[src/sv/spd_pkg.sv]
// ----------------------------------------------------------------------------
// spd_pkg
// Shared widths, reset constants and types of the strobe peak detector.
// ----------------------------------------------------------------------------
`default_nettype none

package spd_pkg;

    // request field widths
    localparam int CH_W      = 6;
    localparam int SAMPLE_W  = 16;
    localparam int POS_W     = 12;

    // threshold and decay step are never negative and never above a sample
    localparam int THR_W     = SAMPLE_W - 1;

    // configuration port
    localparam int CFG_W     = 16;
    localparam int CFG_IDX_W = 1;

    localparam logic [CFG_IDX_W-1:0] CFG_DECAY   = 1'b0;
    localparam logic [CFG_IDX_W-1:0] CFG_TIMEOUT = 1'b1;

    localparam logic [CFG_W-1:0] DECAY_RESET   = 16'd882;
    localparam logic [CFG_W-1:0] TIMEOUT_RESET = 16'd132;

    // window contents at the start of a frame
    localparam logic signed [SAMPLE_W-1:0] OLDER_RESET  = 16'sd10000;
    localparam logic signed [SAMPLE_W-1:0] MIDDLE_RESET = 16'sd5000;

    // per channel state word
    typedef struct packed {
        logic signed [SAMPLE_W-1:0] older;
        logic signed [SAMPLE_W-1:0] middle;
        logic signed [SAMPLE_W-1:0] newest;
        logic [THR_W-1:0]           thr;
        logic [THR_W-1:0]           step;
        logic                       strobed;
        logic [POS_W-1:0]           last_pos;
    } chan_state_t;

    // controller to datapath
    typedef struct packed {
        logic clear;
        logic accept;
        logic eval;
        logic start_div;
        logic write;
        logic load_out;
    } cmd_t;

    // datapath to controller
    typedef struct packed {
        logic clear_last;
        logic need_div;
        logic div_done;
        logic out_free;
    } status_t;

    // state of a channel after reset
    function automatic chan_state_t reset_state();
        chan_state_t s;
        s.older    = OLDER_RESET;
        s.middle   = MIDDLE_RESET;
        s.newest   = '0;
        s.thr      = '0;
        s.step     = THR_W'(1);
        s.strobed  = 1'b0;
        s.last_pos = '0;
        return s;
    endfunction

endpackage

`default_nettype wire

[src/sv/spd_ctrl.sv]
// ----------------------------------------------------------------------------
// spd_ctrl
// Sequencer: clear sweep, request accept, evaluate, divide, write back.
// ----------------------------------------------------------------------------
`default_nettype none

module spd_ctrl (
    input  wire logic              clk,
    input  wire logic              rst_n,
    input  wire logic              in_valid,
    output logic                   in_ready,
    input  wire spd_pkg::status_t  status,
    output spd_pkg::cmd_t          cmd
);

    typedef enum logic [4:0] {
        ST_CLEAR = 5'b00001,
        ST_IDLE  = 5'b00010,
        ST_READ  = 5'b00100,
        ST_DIV   = 5'b01000,
        ST_WRITE = 5'b10000
    } state_t;

    state_t state_reg, state_next;

    // next state and commands
    always_comb
    begin
        state_next = state_reg;
        cmd        = '0;
        in_ready   = 1'b0;
        unique case (state_reg)
            ST_CLEAR:
            begin
                cmd.clear = 1'b1;
                if (status.clear_last)
                begin
                    state_next = ST_IDLE;
                end
            end
            ST_IDLE:
            begin
                in_ready = 1'b1;
                if (in_valid)
                begin
                    cmd.accept = 1'b1;
                    state_next = ST_READ;
                end
            end
            ST_READ:
            begin
                cmd.eval = 1'b1;
                if (status.need_div)
                begin
                    cmd.start_div = 1'b1;
                    state_next    = ST_DIV;
                end
                else
                begin
                    state_next = ST_WRITE;
                end
            end
            ST_DIV:
            begin
                if (status.div_done)
                begin
                    state_next = ST_WRITE;
                end
            end
            ST_WRITE:
            begin
                // rewriting the same word while the result waits is harmless
                cmd.write = 1'b1;
                if (status.out_free)
                begin
                    cmd.load_out = 1'b1;
                    state_next   = ST_IDLE;
                end
            end
            default:
            begin
                state_next = ST_IDLE;
            end
        endcase
    end

    always_ff @(posedge clk or negedge rst_n)
    begin
        if (!rst_n)
        begin
            state_reg <= ST_CLEAR;
        end
        else
        begin
            state_reg <= state_next;
        end
    end

endmodule

`default_nettype wire

[config.mk]
export PLATFORM = sky130hd
export DESIGN_NAME = spd_ctrl
export DESIGN_NICKNAME = d
export VERILOG_FILES = /design/src/sv/spd_pkg.sv /design/src/sv/spd_ctrl.sv
export SDC_FILE = /design/constraint.sdc
export NUM_CORES = 1
export LEC_CHECK = 0
export BUFFER_PORTS_ARGS = -buffer_cell sky130_fd_sc_hd__buf_2
export CAP_MARGIN = 20
export CELL_PAD_IN_SITES_DETAIL_PLACEMENT = 2
export CELL_PAD_IN_SITES_GLOBAL_PLACEMENT = 2
export CORE_MARGIN = 4
export CORE_UTILIZATION = 21
export DETAILED_ROUTE_END_ITERATION = 10
export HOLD_SLACK_MARGIN = 0.15
export PLACE_DENSITY_LB_ADDON = 0.1
export SLEW_MARGIN = 20
export SYNTH_ARGS = -nofsm -noshare
export SYNTH_HDL_FRONTEND = slang
export SYNTH_SLANG_ARGS = --single-unit
[constraint.sdc]
create_clock -name clk -period 1.5 [get_ports clk]
set_input_delay 0.3 -clock clk [delete_from_list [all_inputs] [get_ports clk]]
set_output_delay 0.3 -clock clk [all_outputs]
set_load 0.03 [all_outputs]
**Word-level counts from Yosys, hierarchy flattened**

Index checks and enable logic that the tools add are counted.

- Register bits: 5
- Logic and storage cells: 25

- Reductions and logical operators: 1
- Mux-type cells: 14
- Equality and inequality tests: 9

Operators with widths:

| cell | count |
|---|---|
| two-way mux 5 bit | 5 |
| case mux 5 bit (5 select lines) | 1 |
| inequality test 2 bit (second input constant) | 4 |
| two-way mux 1 bit | 6 |
| == test 5 x 1 -> 1 bit (second input constant) | 1 |
| == test 5 x 2 -> 1 bit (second input constant) | 1 |
| == test 5 x 3 -> 1 bit (second input constant) | 1 |
| == test 5 x 4 -> 1 bit (second input constant) | 1 |
| == test 5 bit (second input constant) | 1 |
| two-way mux 2 bit | 2 |
| AND reduction 4 bit | 1 |

**Depth between registers and ports, before layout**

- Word-level depth: 3
- Gate-level depth with buffers: 4
- Mapped depth without buffers: 4

**Least setup slack after synthesis**

No wires, ideal clock.

- Path type: flip-flop to output port
- Start point: register state_reg[1]
- End point: output port cmd[2] (netlist name)
- Arrival time: 1665 ps
- Cell stages (with the launch flop): 5
- Slack: -465 ps
- Path through: dfrtp_1 or3_1 nor2b_1 and2_1 buf_4

RTL lines:

| what | line | source |
|---|---|---|
| start: declaration | spd_ctrl.sv:24 | `state_t state_reg, state_next;` |
| start signal: assignment | spd_ctrl.sv:95 | `state_reg <= state_next;` |
| end: declaration | spd_ctrl.sv:13 | `output spd_pkg::cmd_t cmd` |

==> impl_metrics.json <==
{
  "critPathMaxFanout": 4,
  "cap_violations": 0,
  "grt_pass1_wl_um": 1850,
  "drt_first_pass_iters": 3,
  "crit_type": "flop to primary output",
  "fin_nets": 71,
  "synth_top_area_share_pct": 31.6,
  "final_cell_mix": "14 x buf_4, 6 x buf_2, 6 x buf_6, 3 x clkbuf_4, 3 x dfrtp_1",
  "syn-num-nets": 40,
  "cts_tree": "done",
  "synth.area.top_cells": "dfrtp_1 32%, dfstp_2 8.3%, nor4b_4 7.5%",
  "worstSetupStartpointType": "flop",
  "slew_headroom_pct": 83.8,
  "fin_crit_ps": 1720,
  "total_power_uw": 978,
  "die_w_um": 46.8,
  "antenna_cells": 0,
  "synth_cell_types": 21,
  "reg2reg_from": "state_reg[3]$_DFFE_PN0P_",
  "worst-endpoint-arrival_ps": 1420,
  "via_per_inst": 4.78,
  "syn_to_final_growth_pct": 95.7,
  "rr_worst_depth": 5,
  "root_buffer": "clkbuf_4",
  "drtIter0Drc": 1,
  "worstSetupEndpointType": "primary output",
  "num_vias": 373,
  "remaining_drc_errors": 0,
  "io_buffers": 13,
  "cts.sinks": 5,
  "num_io_pins": 14,
  "largest_reg_flops": 5,
  "grt_usage_pct": 12.7,
  "critPathSlowestCell": "or3_4",
  "synth.avg_cell_area_sq_um": 9.59,
  "rows": 13,
  "worst_slew_pin_slew_ps": 243,
  "ir_drop_mv": 0.613,
  "min_from": "status[3]",
  "hp-class": "primary input to flop",
  "dp_hpwl_um": 883,
  "rsz0062_at_grt": "true",
  "gp_congestion": 0.713,
  "status": "finished, violations left",
  "die_area_sq_um": 2190,
  "p_per_area_nw_per_um2": 1580,
  "cts_buffer_depth": 2,
  "fin_crit_sh_pct": 115,
  "fin_skew_ps": 1.89,
  "setup_viol": 7,
  "fmax_mhz": 581,
  "stdcell_count": 78,
  "drv_slew": 0,
  "htreeDepth": 1,
  "synth_warnings": 0,
  "hold_violations": 0,
  "synthCells": 33,
  "holdPathStages": 2,
  "cts_made_buffers": 3,
  "finalWirelength_um": 1160,
  "initial_core_util_pct": 23.2,
  "fill_cells": 152,
  "min_to": "state_reg[0]$_DFFE_PN1P_",
  "grt_pass1_vias": 412,
  "crit_family": "simple AND/OR/NAND/NOR gates",
  "seq_area_frac_synth_pct": 39.9,
  "path_cells": "or3_4 -> nor3b_2 -> buf_4",
  "power_leakage_uw": 0.000286,
  "dp.cells": 70,
  "drive_above_1_share_pct": 71.4,
  "grt_max_degree": 7,
  "ys_seq_elements": 5,
  "critPathRequiredTime_ps": 1200,
  "path_clk_slew_ps": 50,
  "timing.rr.end": "state_reg[1]$_DFFE_PN0P_",
  "wl_per_cell_um": 14.9,
  "violations": "negative setup slack",
  "grt_overflow": 0,
  "core_sq_um": 1370,
  "r2r_setup_slack_ps": 30,
  "yosysTopAreaCell": "dfrtp_1",
  "final_common_cell": "buf_4",
  "synth_area_sq_um": 317,
  "ant_nets": 0,
  "dieHeight_um": 46.8,
  "worst_slack_ps": -221,
  "pre_cts_ws_ps": -15.1,
  "setup_tns_ps": -1260,
  "worst_path_largest_cell_delay_ps": 420,
  "antenna_found_initial": 0,
  "clock_latency_ps": 240,
  "path_buf_inv": 1
}
-- layout make-up --
| cell class | count | area (sq um) | share of cell area, % |
|---|---|---|---|
| well taps | 15 | 18.8 | 3.03 |
| multi-input cells | 25 | 226 | 36.6 |
| repair buffers | 27 | 213 | 34.3 |
| flip-flops and latches | 5 | 128 | 20.6 |
| clock buffers | 4 | 26.3 | 4.24 |
| inverters | 2 | 7.51 | 1.21 |
-- worst max path at each step --
| stage | startpoint | endpoint | slack, ps | cells after the start |
|---|---|---|---|---|
| 6_report | state_reg[3]$_DFFE_PN0P_ | cmd[5] | -220 | 3 |
| 3_3_place_gp | state_reg[1]$_DFFE_PN0P_ | cmd[2] | 20 | 4 |
| 4_1_cts | state_reg[3]$_DFFE_PN0P_ | cmd[5] | -240 | 3 |
| 3_5_place_dp | state_reg[3]$_DFFE_PN0P_ | cmd[5] | -20 | 3 |
| 2_1_floorplan | state_reg[1]$_DFFE_PN0P_ | cmd[2] | -150 | 4 |
| 5_1_grt | state_reg[3]$_DFFE_PN0P_ | cmd[5] | -290 | 3 |
-- worst register-to-register path, stage by stage, from the launching register on --
cell	delay, ps
dfrtp_1	370
buf_4	140
buf_6	130
or4b_1	500
o21ai_1	100
a211oi_1	100
-- power breakdown --
| group | total [uW] | switching [uW] | internal [uW] | leakage, uW |
|---|---|---|---|---|
| Combinational | 633 | 311 | 322 | 0.000210 |
| Sequential | 187 | 19.4 | 167 | 0.0000607 |
| Clock | 159 | 58.2 | 101 | 0.0000150 |
| Total | 978 | 388 | 590 | 0.000286 |
-- per-layer routing --
| metal | wire length, um | global-route usage [%] | part of all wire [%] |
|---|---|---|---|
| met2 | 589 | 20.1 | 51 |
| met4 | 42 | 11.6 | 3.6 |
| met1 | 490 | 14.9 | 42 |
| met5 | 0 | 0 | 0 |
| met3 | 39 | 1.53 | 3.4 |
-- cell usage after synthesis --
| library cell | number |
|---|---|
| a211oi_1 | 1 |
| o21ai_0 | 1 |
| nor3b_1 | 3 |
| a21oi_1 | 1 |
| or4b_1 | 1 |
| dfstp_2 | 1 |
| nand3b_1 | 1 |
| or3_4 | 1 |
| buf_4 | 1 |
| and2_1 | 2 |
| xnor2_1 | 1 |
| inv_1 | 2 |
| nor2_1 | 5 |
| or3_1 | 1 |
| nor4b_4 | 1 |
| a2bb2oi_1 | 1 |
| nand2_1 | 1 |
| nand3_1 | 1 |
| o22ai_1 | 1 |
| dfrtp_1 | 4 |
| nor2b_1 | 2 |
-- cell families after synthesis --
logic type	Yosys count	synth area share (%)
AND/OR/NAND/NOR	19	42.3
AO/OA/AOI/OAI	5	10.3
flip-flops	5	39.9
buffers and inverters	3	4.74
XOR/XNOR	1	2.77
-- stage by stage --
step	instance area, sq um	util [%]	hold WS [ps]
6_report	619	45.3	217
5_1_grt	619	45.3	217
4_1_cts	586	42.9	209
3_5_place_dp	498	36.4	125
3_3_place_gp	498	36.4	116
2_1_floorplan	350	-	4.41
-- what timing repair did --
action,in CTS,in global routing
setup buffers,0,3
hold buffers,1,0
hold endpoints to repair,5,0
setup endpoints to repair,7,7
pin swaps,1,4
gates resized for setup,17,4
No activity file was read; power rests on OpenSTA's default activity.
